==> src/sv/pfs_pkg.sv <==
`timescale 1ns / 1ps
// Package for the protobuf clock field scanner: status codes, wire types,
// register indexes and the structs passed between the scanner's modules.
// No dependencies.
package pfs_pkg;

  localparam int unsigned FIELD_W = 29;
  localparam int unsigned CLOCK_W = 63;

  typedef enum logic [2:0] {
    ST_OK          = 3'd0,
    ST_BAD_VARINT  = 3'd1,
    ST_FIELD_ZERO  = 3'd2,
    ST_BAD_WIRE    = 3'd3,
    ST_SKIP_OVERRUN = 3'd4,
    ST_MISSING     = 3'd5,
    ST_TOO_LARGE   = 3'd6
  } status_t;

  localparam logic [2:0] WT_VARINT  = 3'd0;
  localparam logic [2:0] WT_FIXED64 = 3'd1;
  localparam logic [2:0] WT_LEN     = 3'd2;
  localparam logic [2:0] WT_FIXED32 = 3'd5;

  localparam logic CFG_CLOCK_FIELD = 1'b0;
  localparam logic CFG_RAW_FIELD   = 1'b1;

  typedef struct packed {
    logic [7:0] message_byte;
    logic       last_byte;
  } pfs_item_t;

  typedef struct packed {
    status_t              status;
    logic [CLOCK_W-1:0]   clock_ms;
    logic                 raw_clock;
  } pfs_result_t;

endpackage

==> src/sv/pfs_byte_parser.sv <==
`timescale 1ns / 1ps
// Per-byte protobuf parser: varint assembly, key decode, skip counting and
// the end-of-message verdict. Depends on pfs_pkg.
module pfs_byte_parser
  import pfs_pkg::*;
(
  input  logic                clk,
  input  logic                rst_n,
  input  logic                go,
  input  pfs_item_t           item,
  input  logic [FIELD_W-1:0]  clock_field,
  input  logic [FIELD_W-1:0]  raw_field,
  output logic                res_valid,
  output pfs_result_t         res
);

  typedef enum logic [1:0] {
    PH_KEY   = 2'd0,
    PH_VALUE = 2'd1,
    PH_LEN   = 2'd2,
    PH_SKIP  = 2'd3
  } phase_t;

  phase_t      phase_r, phase_nxt;
  logic [63:0] acc_r, acc_nxt;
  logic [3:0]  cnt_r, cnt_nxt;
  logic [1:0]  match_r, match_nxt;
  logic [63:0] skip_r, skip_nxt;
  logic [63:0] clock_r, clock_nxt;
  logic        clock_seen_r, clock_seen_nxt;
  logic        raw_r, raw_nxt;
  status_t     err_r, err_nxt;

  logic [6:0]  shamt;
  logic [63:0] acc_sum;
  status_t     verdict;

  assign shamt   = 7'(cnt_r) * 7'd7;
  assign acc_sum = acc_r | ({57'd0, item.message_byte[6:0]} << shamt);

  always_comb begin
    phase_nxt      = phase_r;
    acc_nxt        = acc_r;
    cnt_nxt        = cnt_r;
    match_nxt      = match_r;
    skip_nxt       = skip_r;
    clock_nxt      = clock_r;
    clock_seen_nxt = clock_seen_r;
    raw_nxt        = raw_r;
    err_nxt        = err_r;
    verdict        = ST_OK;
    res_valid      = go && item.last_byte;
    res            = '0;

    if (go && err_r == ST_OK) begin
      if (phase_r == PH_SKIP) begin
        skip_nxt = skip_r - 64'd1;
        if (skip_r == 64'd1) begin
          phase_nxt = PH_KEY;
        end
      end else if (cnt_r == 4'd9 && item.message_byte[7:1] != 7'd0) begin
        // The tenth byte may only carry the top bit of the value.
        err_nxt = ST_BAD_VARINT;
      end else if (item.message_byte[7]) begin
        acc_nxt = acc_sum;
        cnt_nxt = cnt_r + 4'd1;
      end else begin
        acc_nxt = '0;
        cnt_nxt = '0;
        case (phase_r)
          PH_KEY: begin
            if (acc_sum[63:3] == 61'd0) begin
              err_nxt = ST_FIELD_ZERO;
            end else begin
              case (acc_sum[2:0])
                WT_VARINT: begin
                  match_nxt[0] = (acc_sum[63:32] == 32'd0) && (acc_sum[31:3] == clock_field);
                  match_nxt[1] = (acc_sum[63:32] == 32'd0) && (acc_sum[31:3] == raw_field);
                  phase_nxt    = PH_VALUE;
                end
                WT_FIXED64: begin
                  skip_nxt  = 64'd8;
                  phase_nxt = PH_SKIP;
                end
                WT_LEN: begin
                  phase_nxt = PH_LEN;
                end
                WT_FIXED32: begin
                  skip_nxt  = 64'd4;
                  phase_nxt = PH_SKIP;
                end
                default: begin
                  err_nxt = ST_BAD_WIRE;
                end
              endcase
            end
          end
          PH_VALUE: begin
            if (match_r[0]) begin
              clock_nxt      = acc_sum;
              clock_seen_nxt = 1'b1;
            end
            if (match_r[1]) begin
              raw_nxt = (acc_sum != 64'd0);
            end
            match_nxt = '0;
            phase_nxt = PH_KEY;
          end
          PH_LEN: begin
            if (acc_sum == 64'd0) begin
              phase_nxt = PH_KEY;
            end else begin
              skip_nxt  = acc_sum;
              phase_nxt = PH_SKIP;
            end
          end
          default: begin
          end
        endcase
      end
    end

    if (go && item.last_byte) begin
      if (err_nxt != ST_OK) begin
        verdict = err_nxt;
      end else if (phase_nxt == PH_VALUE || phase_nxt == PH_LEN ||
                   (phase_nxt == PH_KEY && cnt_nxt != 4'd0)) begin
        verdict = ST_BAD_VARINT;
      end else if (phase_nxt == PH_SKIP && skip_nxt != 64'd0) begin
        verdict = ST_SKIP_OVERRUN;
      end else if (!clock_seen_nxt) begin
        verdict = ST_MISSING;
      end else if (clock_nxt[63]) begin
        verdict = ST_TOO_LARGE;
      end else begin
        verdict = ST_OK;
      end
      res.status    = verdict;
      res.clock_ms  = (verdict == ST_OK) ? clock_nxt[CLOCK_W-1:0] : '0;
      res.raw_clock = (verdict == ST_OK) && raw_nxt;

      // The message is finished: start the next one from a clean slate.
      phase_nxt      = PH_KEY;
      acc_nxt        = '0;
      cnt_nxt        = '0;
      match_nxt      = '0;
      skip_nxt       = '0;
      clock_nxt      = '0;
      clock_seen_nxt = 1'b0;
      raw_nxt        = 1'b0;
      err_nxt        = ST_OK;
    end
  end

  always_ff @(posedge clk) begin
    if (!rst_n) begin
      phase_r      <= PH_KEY;
      acc_r        <= '0;
      cnt_r        <= '0;
      match_r      <= '0;
      skip_r       <= '0;
      clock_r      <= '0;
      clock_seen_r <= 1'b0;
      raw_r        <= 1'b0;
      err_r        <= ST_OK;
    end else begin
      phase_r      <= phase_nxt;
      acc_r        <= acc_nxt;
      cnt_r        <= cnt_nxt;
      match_r      <= match_nxt;
      skip_r       <= skip_nxt;
      clock_r      <= clock_nxt;
      clock_seen_r <= clock_seen_nxt;
      raw_r        <= raw_nxt;
      err_r        <= err_nxt;
    end
  end

`ifndef SYNTHESIS
  a_clear_after_last: assert property (@(posedge clk) disable iff (!rst_n)
    go && item.last_byte |=> phase_r == PH_KEY && cnt_r == 4'd0 && err_r == ST_OK &&
                            !clock_seen_r && skip_r == 64'd0)
    else $error("parser state not cleared after the final byte");

  a_no_count_in_skip: assert property (@(posedge clk) disable iff (!rst_n)
    cnt_r != 4'd0 |-> phase_r != PH_SKIP && cnt_r <= 4'd9)
    else $error("varint byte count live during a skip");

  a_skip_nonzero: assert property (@(posedge clk) disable iff (!rst_n)
    phase_r == PH_SKIP && err_r == ST_OK |-> skip_r != 64'd0)
    else $error("skip phase with nothing left to skip");

  a_error_holds: assert property (@(posedge clk) disable iff (!rst_n)
    err_r != ST_OK && !(go && item.last_byte) |=>
      err_r == $past(err_r) && $stable(clock_r) && $stable(raw_r))
    else $error("state moved after an error inside a message");
`endif

endmodule

==> src/sv/pfs_result_reg.sv <==
`timescale 1ns / 1ps
// Output register of the scanner: holds one result until the consumer takes
// it, and reports whether a new result can be written. Depends on pfs_pkg.
module pfs_result_reg
  import pfs_pkg::*;
(
  input  logic        clk,
  input  logic        rst_n,
  input  logic        load,
  input  pfs_result_t load_data,
  input  logic        out_stall,
  output logic        free,
  output logic        out_valid,
  output pfs_result_t out_data
);

  logic        valid_r, valid_nxt;
  pfs_result_t data_r;

  // The slot can take a new result when empty or being emptied this cycle.
  assign free = !valid_r || !out_stall;

  always_comb begin
    valid_nxt = valid_r;
    if (load) begin
      valid_nxt = 1'b1;
    end else if (valid_r && !out_stall) begin
      valid_nxt = 1'b0;
    end
  end

  always_ff @(posedge clk) begin
    if (!rst_n) begin
      valid_r <= 1'b0;
    end else begin
      valid_r <= valid_nxt;
    end
  end

  always_ff @(posedge clk) begin
    if (load) begin
      data_r <= load_data;
    end
  end

  assign out_valid = valid_r;
  assign out_data  = data_r;

endmodule

==> src/sv/protobuf_clock_field_scanner_unit.sv <==
`timescale 1ns / 1ps
// Top level of the protobuf clock field scanner: input register, field number
// registers, byte parser and output register. Depends on pfs_pkg,
// pfs_byte_parser and pfs_result_reg.
//
//   Channel  Direction  Handshake              Payload
//   in_      sink       in_valid / in_stall    in_message_byte, in_last_byte
//   out_     source     out_valid / out_stall  out_status, out_clock_ms, out_raw_clock
//   cfg_     sink       cfg_wr_en              cfg_index, cfg_data
//
// One byte is taken per clock cycle when nothing stalls. A byte waits in the
// input register until it is parsed, and the result of a final byte is then
// loaded into the output register, from which it can be taken.
// Reset (rst_n low at a clock edge) empties both registers, clears the parse
// state and sets the field numbers to 24 (clock) and 62 (raw flag).
// Only the final byte of a message needs the output register; while a result
// is held under out_stall, non-final bytes keep flowing and a final byte
// waits in the input register, which then stalls the input side.
module protobuf_clock_field_scanner_unit
  import pfs_pkg::*;
(
  input  logic               clk,
  input  logic               rst_n,

  input  logic               in_valid,
  output logic               in_stall,
  input  logic [7:0]         in_message_byte,
  input  logic               in_last_byte,

  output logic               out_valid,
  input  logic               out_stall,
  output logic [2:0]         out_status,
  output logic [CLOCK_W-1:0] out_clock_ms,
  output logic               out_raw_clock,

  input  logic               cfg_wr_en,
  input  logic               cfg_index,
  input  logic [FIELD_W-1:0] cfg_data
);

  // Field numbers that select the clock value and the raw-mode flag.
  logic [FIELD_W-1:0] clock_field_r;
  logic [FIELD_W-1:0] raw_field_r;

  // Input register: one byte waiting to be parsed.
  logic       item_valid_r, item_valid_nxt;
  pfs_item_t  item_r;

  logic        go;
  logic        take;
  logic        out_free;
  logic        res_valid;
  pfs_result_t res;
  pfs_result_t out_data;

  // A byte is parsed when present; a final byte also needs room for its result.
  assign go       = item_valid_r && (!item_r.last_byte || out_free);
  assign in_stall = item_valid_r && !go;
  assign take     = in_valid && !in_stall;

  always_comb begin
    item_valid_nxt = item_valid_r;
    if (take) begin
      item_valid_nxt = 1'b1;
    end else if (go) begin
      item_valid_nxt = 1'b0;
    end
  end

  always_ff @(posedge clk) begin
    if (!rst_n) begin
      item_valid_r  <= 1'b0;
      clock_field_r <= FIELD_W'(24);
      raw_field_r   <= FIELD_W'(62);
    end else begin
      item_valid_r <= item_valid_nxt;
      if (cfg_wr_en) begin
        case (cfg_index)
          CFG_CLOCK_FIELD: clock_field_r <= cfg_data;
          CFG_RAW_FIELD:   raw_field_r   <= cfg_data;
          default: begin
          end
        endcase
      end
    end
  end

  always_ff @(posedge clk) begin
    if (take) begin
      item_r.message_byte <= in_message_byte;
      item_r.last_byte    <= in_last_byte;
    end
  end

  pfs_byte_parser u_parser (
    .clk         (clk),
    .rst_n       (rst_n),
    .go          (go),
    .item        (item_r),
    .clock_field (clock_field_r),
    .raw_field   (raw_field_r),
    .res_valid   (res_valid),
    .res         (res)
  );

  pfs_result_reg u_result (
    .clk       (clk),
    .rst_n     (rst_n),
    .load      (res_valid),
    .load_data (res),
    .out_stall (out_stall),
    .free      (out_free),
    .out_valid (out_valid),
    .out_data  (out_data)
  );

  assign out_status    = out_data.status;
  assign out_clock_ms  = out_data.clock_ms;
  assign out_raw_clock = out_data.raw_clock;

endmodule

==> config.mk <==
export PLATFORM = sky130hd
export DESIGN_NAME = protobuf_clock_field_scanner_unit
export DESIGN_NICKNAME = d
export VERILOG_FILES = /design/src/sv/pfs_pkg.sv /design/src/sv/pfs_byte_parser.sv /design/src/sv/pfs_result_reg.sv /design/src/sv/protobuf_clock_field_scanner_unit.sv
export SDC_FILE = /design/constraint.sdc
export NUM_CORES = 1
export LEC_CHECK = 0
export ABC_AREA = 1
export BUFFER_PORTS_ARGS = -buffer_cell sky130_fd_sc_hd__buf_2
export CAP_MARGIN = 40
export CORE_MARGIN = 1.5
export CORE_UTILIZATION = 67
export DETAILED_ROUTE_END_ITERATION = 8
export PLACE_DENSITY = 0.82
export SKIP_CTS_REPAIR_TIMING = 1
export SLEW_MARGIN = 20
export SYNTH_ARGS = -nofsm -noshare
export SYNTH_HDL_FRONTEND = slang
export SYNTH_HIERARCHICAL = 1
export SYNTH_SLANG_ARGS = --single-unit
==> constraint.sdc <==
create_clock -name clk -period 8.9 [get_ports clk]
set_input_delay 0.445 -clock clk [delete_from_list [all_inputs] [get_ports clk]]
set_output_delay 0.445 -clock clk [all_outputs]
set_load 0.02 [all_outputs]
; ---- After elaboration in Yosys (flattened, before gate mapping)
; Index checks and enable logic that the tools add are counted.
[classes]
n_reduce_logical = 44
mul = 1
shift = 1
mux = 60
n_eq_ne = 15
n_bitwise = 6
add_sub_neg = 2
[ops]
columns = cell, count
row1 = $mux W64, 13
row2 = $pmux W64 S2, 2
row3 = $reduce_bool A64 Y1, 2
row4 = $eq A64 B1 Y1 const B, 1
row5 = $logic_not A64 Y1, 1
row6 = $or A64 B64 Y64, 1
row7 = $shl A7 B7 Y64, 1
row8 = $sub A64 B1 Y64 const B, 1
row9 = $logic_not A61 Y1, 1
row10 = $eq A29 B29 Y1, 2
row11 = $mux W3, 13
row12 = $logic_not A32 Y1, 1
row13 = $mux W2, 9
row14 = $mux W1, 16
row15 = $mux W4, 4
row16 = $logic_and A1 B1 Y1, 12
row17 = $pmux W2 S3, 2
row18 = $logic_not A3 Y1, 3
row19 = $eq A2 B2 Y1 const B, 4
row20 = $mul A4 B3 Y7 const B, 1
row21 = $reduce_and A7 Y1, 1
row22 = $reduce_bool A7 Y1, 1
row23 = $reduce_bool A2 Y1, 3
row24 = $logic_not A1 Y1, 5
row25 = 18 further kinds, 29
[word_totals]
reg_bits = 341
elab_cells = 147

; ---- Longest topological paths before layout
; Gate-level depths: netlist (run 1).
[logic_depth]
depth_word = 20
depth_mapped = 32
depth_no_buf = 31

; ---- Modules after synthesis
; The synthesis (run 1) kept the hierarchy.
[modules_own_cells]
columns = module, area_each_um2, seq_area_each_um2, instances, cells_per_inst
row1 = pfs_byte_parser, 15018.2, 4103.9, 1, 2484
row2 = protobuf_clock_field_scanner_unit, 2552.4, 1451.4, 1, 330
row3 = pfs_result_reg, 2054.5, 2031.9, 1, 72

; ---- Worst setup path before layout (run 1)
; Ideal clock, no wire load.
[synth_path]
kind = input-to-reg
from = in out_stall
to = reg u_result.data_r, in the netlist u_result/out_data[54], data pin
setup_time_ns = 0.254
setup_slack_ns = 5.345
arrival_ns = 3.302
n_path_buf = 2
stages = 28
path_cell_list = nand2_2 inv_1 a21boi_0 and3_1 clkbuf_1 inv_1 nor2_1 inv_1 nor2_1 inv_1 o211ai_1 o31ai_1 o21bai_1 nor2_1 nor2_1 nand2_1 nor2_1 nand3_1 nor2_1 nand2_1 nand2_1 nand2_1 nand2_2 nand2_2 nor2_4 nand2_8 buf_8 nor2_4
[synth_via]
elab_chain_len = 13
[synth_lines]
columns = item, line
row1 = from (decl), protobuf_clock_field_scanner_unit.sv:31  ; input logic out_stall,
row2 = $logic_not A1 Y1 (*), pfs_result_reg.sv:21  ; assign free = !valid_r || !out_stall;
row3 = $logic_or A1 B1 Y1 (*), pfs_result_reg.sv:21
row4 = $logic_or A1 B1 Y1 (*), protobuf_clock_field_scanner_unit.sv:57  ; assign go = item_valid_r && (!item_r.last_byte || out_free);
row5 = $logic_and A1 B1 Y1 (*), protobuf_clock_field_scanner_unit.sv:57
row6 = via go, protobuf_clock_field_scanner_unit.sv:49  ; logic go;
row7 = $logic_and A1 B1 Y1 (*), pfs_byte_parser.sv:55  ; if (go && err_r == ST_OK) begin
row8 = $mux W64 (tied with other cells), pfs_byte_parser.sv:55
row9 = $reduce_bool A64 Y1 (tied with other cells), pfs_byte_parser.sv:129  ; end else if (phase_nxt == PH_SKIP && skip_nxt != 64'd0) begin
row10 = $logic_and A1 B1 Y1 (tied with other cells), pfs_byte_parser.sv:129
row11 = $mux W3 / $logic_or A1 B1 Y1 (equally long branches), "pfs_byte_parser.sv:129, pfs_byte_parser.sv:126"
row12 = $mux W3, pfs_byte_parser.sv:126  ; end else if (phase_nxt == PH_VALUE || phase_nxt == PH_LEN ||
row13 = $mux W3, pfs_byte_parser.sv:124  ; if (err_nxt != ST_OK) begin
row14 = $mux W3, pfs_byte_parser.sv:123  ; if (go && item.last_byte) begin
row15 = $logic_not A3 Y1, pfs_byte_parser.sv:139  ; res.clock_ms = (verdict == ST_OK) ? clock_nxt[CLOCK_W-1:0] : '0;
row16 = to (signal assigned), pfs_result_reg.sv:42  ; data_r <= load_data;
row17 = to (decl), pfs_result_reg.sv:18  ; pfs_result_t data_r;
; The timed path passes the listed nets; every way through them passes the cells marked *. The select of a mux whose other input is x is not followed.
; A chain may end at the register's enable or synchronous reset.

; ---- Worst setup path after layout (run 1)
[layout_path]
from = reg u_parser.cnt_r[0]
to = reg u_result.data_r, in the netlist u_result/out_data[1], data pin
[layout_via]
elab_chain_len = 19
[layout_lines]
columns = item, line
row1 = from (decl), pfs_byte_parser.sv:26  ; logic [3:0] cnt_r, cnt_nxt;
row2 = from (signal assigned), pfs_byte_parser.sv:169  ; cnt_r <= cnt_nxt;
row3 = branches (longest 19 deep; another with $mul A4 B3 Y7), -
; Several ways; the timed one is not identified. The select of a mux whose other input is x is not followed.

==> metrics.md, run 1 <==
| Metric | Value |
|---|---|
| Skew-Pair Late Insertion Delay | 0.54 ns |
| H-tree levels | 2 |
| Synth area leaders | dfxtp_1, nand2_1, edfxtp_1 |
| Fin crit share | 0.753 |
| Slew Viols, Final | 0 |
| Worst-Margin Slew | 0.920 ns |
| Syn_nets | 2936 |
| EDFF count, synth | 76 |
| Top cell type's share of synthesized area | 0.270 |
| Status | complete, no violations |
| I/O Pins | 113 |
| CTS buffer count | 36 |
| Clock skew | 0.0196 ns |
| Leak Pwr | 9.27 nW |
| DR WL/cell | 19.5 um |
| Switching power | 1.17 mW |
| Rel. slew slack | 0.386 |
| FILL cells | 2322 |
| CP max stage delay | 0.77 ns |
| Buffers on Ports | 112 |
| Final setup margin | 2.20 ns |
| Gate power share | 0.167 |
| Pre-CTS setup slack | 2.43 ns |
| #FFs+latches synth | 341 |
| Total of max-cap violations | 0 |
| Initial antenna violation count | 0 |
| Layout cell share with drive strength beyond 1 | 0.123 |
| Rows | 62 |
| Sequential area share after synthesis | 0.387 |
| Switching Share | 0.302 |
| Via count | 20402 |
| Top FF cell, synth | dfxtp_1 |
| CP endpoint kind | flip-flop |
| Total GRT Usage | 0.419 |
| Worst Path Class, Setup | reg -> reg |
| CP max FO | 54 |
| Area of the core | 28800 um^2 |
| Initial Utilization | 0.682 |
| Root cell of the clock tree | clkbuf_16 |
| Critical Path Slowest Stage Cell | dfxtp_1 |
| Synth cell types | 57 |
| Design Power | 3.86 mW |
| Sequential share of power | 0.431 |
| Die Wd | 174 um |
| Unrepaired setup endpoints after global routing | false |
| Mapped Area | 19600 um^2 |
| DIE AREA | 30300 um^2 |
| Mean Syn Cell Area | 6.80 um^2 |
| Crit path time final | 6.70 ns |
| Vias in the first global route | 18533 |
| Pwr/cell area | 180 nW/um^2 |
| TritonCTS clock tree | yes |
| Final setup violation count | 0 |
| Critical Path Start Type | flip-flop |
| Final instance area | 21500 um^2 |
| Die Y | 174 um |
| Clock sinks | 341 |
| Largest net degree at the start of global routing | 85 |
| Peak Freq | 149 MHz |
| Final GP Congestion | 1.13 |
| Worst path arrival time | 6.96 ns |
| Area Overhead vs Synth | 9.43% |
| Ant diodes | 0 |
| Drt drc | 0 |
| Clock power share | 0.402 |
| Drt first pass iters | 9 |
| Synth async-reset ratio | 0 |
| Area leader, netlist | dfxtp_1 |
| Total gr overflow | 0 |
| YS warnings | 6 |
| Vias/cell | 6.14 |
| HPWL reported at the end of detailed placement | 45700 um |
| Cell Area, Placed | 20200 um^2 |
| Final Hold Fails | 0 |
| Worst EP required | 9.15 ns |
| Synth Instances | 2886 |
| Clock tree buffer depth | 3 |
| Initial drt markers | 3103 |
| Routed Antenna Nets | 0 |
| First-pass GRT wire length | 101000 um |
| Max rail drop VDD | 163 uV |
| Internal | 2.69 mW |
| Routed Wire Length | 64900 um |
| Final Util | 0.746 |
| Cell repeated most along the worst path | nand2_1 |
| HP Class | in -> reg |
| Total negative slack | 0 ns |
| Nets | 2965 |
| Clock-pin slew on the worst setup and hold paths | 0.07 ns |
-- critical path: cells and delay by family (launching register included) --
family        cells  cell delay, ns
buf+inv           2            0.74
flops             1            0.77
simple gates     26            4.81
-- flip-flops by register name, indices dropped and copies added (netlist names) --
| name | flops |
|---|---|
| clock_field_r | 29 |
| item_r | 9 |
| item_valid_r | 1 |
| raw_field_r | 29 |
| u_parser/acc_r | 64 |
| u_parser/clock_r | 64 |
| u_parser/clock_seen_r | 1 |
| u_parser/cnt_r | 4 |
| u_parser/err_r | 3 |
| u_parser/match_r | 2 |
| u_parser/phase_r | 2 |
| u_parser/raw_r | 1 |
| u_parser/skip_r | 64 |
| u_result/out_data | 67 |
| u_result/out_valid | 1 |
-- routing by layer --
metal  vias up  GRT usage  part of all wire
li1       9385          -                 -
met1      9208      0.564              0.39
met2      1521      0.647              0.43
met3       288     0.0965              0.13
met4         0      0.184             0.050
met5         -          0                 0
-- kinds of logic (layout without fill, tap and decap cells) --
| kind of cell | after synthesis | count (layout) | share of synthesized area |
|---|---|---|---|
| DFF | 341 | 341 | 0.387 |
| AOI/OAI and AO/OA | 391 | 391 | 0.120 |
| xor gates and xnor gates | 30 | 30 | 0.0134 |
| buffers and inverters | 441 | 496 | 0.0938 |
| and+or+nand+nor | 1677 | 1677 | 0.383 |
| adders and majority gates | 6 | 6 | 0.00383 |
-- cells in the mapped netlist, types with 6 or more instances --
cell type  instances
nand2_1          674
nor2_1           532
inv_1            278
dfxtp_1          265
nand3_1          215
o21ai_0          173
clkbuf_1          93
edfxtp_1          76
a21oi_1           69
or2_2             69
a211oi_1          66
nand4_1           62
nor2_4            60
nor3_1            26
buf_2             23
xor2_1            23
o21bai_1          22
inv_2             13
o22ai_1           11
nor4_1            10
buf_4              9
nand2_2            9
clkinv_1           8
buf_1              7
o211ai_1           7
o21ai_1            7
xnor2_1            7
ha_1               6
nor2_2             6
-- cells in the final DEF (no fill, tap or decap), types with 6 or more instances in the layout --
cell type and count:
a211oi_1 66, a21oi_1 69, buf_16 6, buf_2 112
buf_4 13, clkbuf_16 37, clkbuf_8 6, clkinv_1 12
dfxtp_1 265, edfxtp_1 76, ha_1 6, inv_1 276
inv_2 14, nand2_1 672, nand2_2 10, nand3_1 215
nand4_1 62, nor2_1 532, nor2_2 6, nor2_4 60
nor3_1 25, nor4_1 10, o211ai_1 7, o21ai_0 173
o21ai_1 7, o21bai_1 22, o22ai_1 11, or2_2 69
xnor2_1 7, xor2_1 23
-- power by group through the flow --
| stage | combinational [mW] | clock (mW) | sequential, mW |
|---|---|---|---|
| 2_1_floorplan | 0.437 | 0 | 1.69 |
| 3_3_place_gp | 0.592 | 0 | 1.69 |
| 3_5_place_dp | 0.610 | 0 | 1.69 |
| 4_1_cts | 0.615 | 1.55 | 1.66 |
| 5_1_grt | 0.693 | 1.62 | 1.66 |
| 6_report | 0.644 | 1.55 | 1.66 |
-- stage by stage --
stage	std cells	hold slack, ns
3_5_place_dp	3260	0.458
3_3_place_gp	3253	0.453
6_report	3325	0.0904
2_1_floorplan	2886	0.444
5_1_grt	3325	0.0839
4_1_cts	3324	0.0779
-- path summary, 6_finish.rpt --
| kind | to | slack, ns | cells past startpoint | startpoint |
|---|---|---|---|---|
| max | u_result/out_data[1]$_DFFE_PP_ | 2.20 | 28 | u_parser/cnt_r[0]$_SDFF_PP0_ |
| min | item_r[8]$_DFFE_PP_ | 0.09 | 1 | in_message_byte[7] |
| max reg2reg | u_result/out_data[1]$_DFFE_PP_ | 2.20 | 28 | u_parser/cnt_r[0]$_SDFF_PP0_ |
| min reg2reg | u_result/out_valid$_SDFFE_PN0P_ | 0.47 | 2 | u_result/out_valid$_SDFFE_PN0P_ |
-- layout make-up --
type | count | area [um^2] | share of cell area
clock buffers | 48 | 1030 | 0.0478
repair buffers | 133 | 863 | 0.0402
clock inverters | 16 | 183 | 0.00851
flip-flops and latches | 341 | 7590 | 0.353
multi-input cells | 2104 | 10200 | 0.476
well taps | 384 | 480 | 0.0224
inverters | 299 | 1120 | 0.0523
Note: power is estimated with default switching activity, not from simulation.
==> run 2: changes to the inputs <==
CORE_UTILIZATION = 62   (was 67)
PLACE_DENSITY = 0.77   (was 0.82)
clock period = 6.9 ns   (was 8.9 ns; I/O delays follow)
==> metrics.md, run 2 (same netlist as run 1, synthesis figures left out) <==
| Metric | Value |
|---|---|
| Design Power | 4.95 mW |
| H-tree levels | 2 |
| DIE AREA | 32700 um^2 |
| Skew-Pair Late Insertion Delay | 0.54 ns |
| Routed Wire Length | 68000 um |
| Hold depth | 3 |
| DR WL/cell | 20.2 um |
| Buffers on Ports | 112 |
| Leak Pwr | 9.32 nW |
| Most frequent cells in the layout | nand2_1, nor2_1, inv_1, dfxtp_1, nand3_1 |
| Routed Antenna Nets | 0 |
| Worst-Margin Slew | 0.788 ns |
| Rel. slew slack | 0.475 |
| CP max FO | 31 |
| Critical Path Slowest Stage Cell | dfxtp_1 |
| Fin crit share | 0.853 |
| Drt first pass iters | 6 |
| Largest register FFs | 67 |
| Clock skew | 0.0228 ns |
| Area of the core | 30900 um^2 |
| Drt drc | 0 |
| Die Wd | 181 um |
| Die Y | 181 um |
| Initial antenna violation count | 1 |
| Final setup margin | 1.01 ns |
| Unrepaired setup endpoints after global routing | false |
| Area Overhead vs Synth | 9.95% |
| Worst path arrival time | 6.18 ns |
| Crit path time final | 5.89 ns |
| Worst R2R Path Depth | 30 |
| Initial Utilization | 0.635 |
| Leading cell type in the layout, fill and taps excluded | nand2_1 |
| Rows | 64 |
| Clock sinks | 341 |
| HP Class | in -> reg |
| Slew Viols, Final | 0 |
| Ant diodes | 0 |
| Total negative slack | 0 ns |
| Peak Freq | 170 MHz |
| Pre-CTS setup slack | 1.23 ns |
| Worst Path Class, Setup | reg -> reg |
| Hold slack | 0.0345 ns |
| I/O Pins | 113 |
| Max rail drop VDD | 208 uV |
| CTS buffer count | 37 |
| CP endpoint kind | flip-flop |
| TritonCTS clock tree | yes |
| Vias in the first global route | 18821 |
| Via count | 20348 |
| Largest net degree at the start of global routing | 147 |
| Critical Path Start Type | flip-flop |
| Final GP Congestion | 1.03 |
| Initial drt markers | 2549 |
| Root cell of the clock tree | clkbuf_16 |
| Total of max-cap violations | 0 |
| Pwr/cell area | 229 nW/um^2 |
| Total GRT Usage | 0.405 |
| HPWL reported at the end of detailed placement | 48600 um |
| Nets | 2986 |
| Clock tree buffer depth | 3 |
| Layout cell share with drive strength beyond 1 | 0.126 |
| Cell repeated most along the worst path | nand2_1 |
| First-pass GRT wire length | 105000 um |
| Total gr overflow | 0 |
| CP max stage delay | 0.60 ns |
| Clock-pin slew on the worst setup and hold paths | 0.07 ns |
| Final Hold Fails | 0 |
| Vias/cell | 6.06 |
| Final setup violation count | 0 |
| Worst EP required | 7.19 ns |
| Status | complete, no violations |
[run 2: cell count changes in the layout (fill, tap and decap cells not counted), sizes merged]
cell,delta
bufinv,-2
inv,+1
clkinv,-2
dlygate4sd3,+9
buf,+11
clkbuf,+4
[run 2: worst paths after layout]
kind	startpoint	to	slack, ns
worst max-delay path	u_parser/cnt_r[3]$_SDFF_PP0_	u_result/out_data[28]$_DFFE_PP_	1.01
worst min-delay path	cfg_data[4]	raw_field_r[4]$_SDFFE_PN1P_	0.03
worst max register to register	u_parser/cnt_r[3]$_SDFF_PP0_	u_result/out_data[28]$_DFFE_PP_	1.01
worst min register to register	u_parser/acc_r[40]$_SDFFE_PP0P_	u_parser/acc_r[40]$_SDFFE_PP0P_	0.48
[run 2: final cells by class]
class / count / area (um^2)
clock buffer: 52 / 1070
clock inverter: 13 / 110
fill: 2606 / 9330
inverter: 299 / 1120
multi-input combinational: 2104 / 10200
sequential: 341 / 7590
tap: 396 / 495
timing repair buffer: 153 / 973
[run 2: metrics by stage]
stage	cells	cell area, um^2	util
floorplan	2886	19600	-
global placement	3280	20200	0.654
detailed placement	3282	20300	0.656
CTS	3347	21500	0.694
global route	3358	21600	0.698
finish	3358	21600	0.698
[run 2: power by group]
| group | switching (mW) | internal (mW) | leakage [nW] |
|---|---|---|---|
| logic | 0.621 | 0.220 | 5.93 |
| registers | 0.0562 | 2.09 | 2.82 |
| clock network | 0.838 | 1.13 | 0.576 |
| total | 1.52 | 3.44 | 9.32 |
[run 2: critical path: cells and delay by family, from the launching register on]
| kind | cells | cell delay (ns) |
|---|---|---|
| flip-flops | 1 | 0.60 |
| AO/OA/AOI/OAI | 1 | 0.09 |
| buffers and inverters | 4 | 0.66 |
| AND/OR/NAND/NOR | 25 | 4.22 |
[run 2: metal layers]
layer / vias up / GRT usage / wire (um)
li1: 9408 / - / -
met2: 1333 / 0.639 / 30100
met1: 9393 / 0.548 / 27300
met4: 2 / 0.154 / 2770
met3: 212 / 0.0784 / 7850
met5: - / 0 / 12
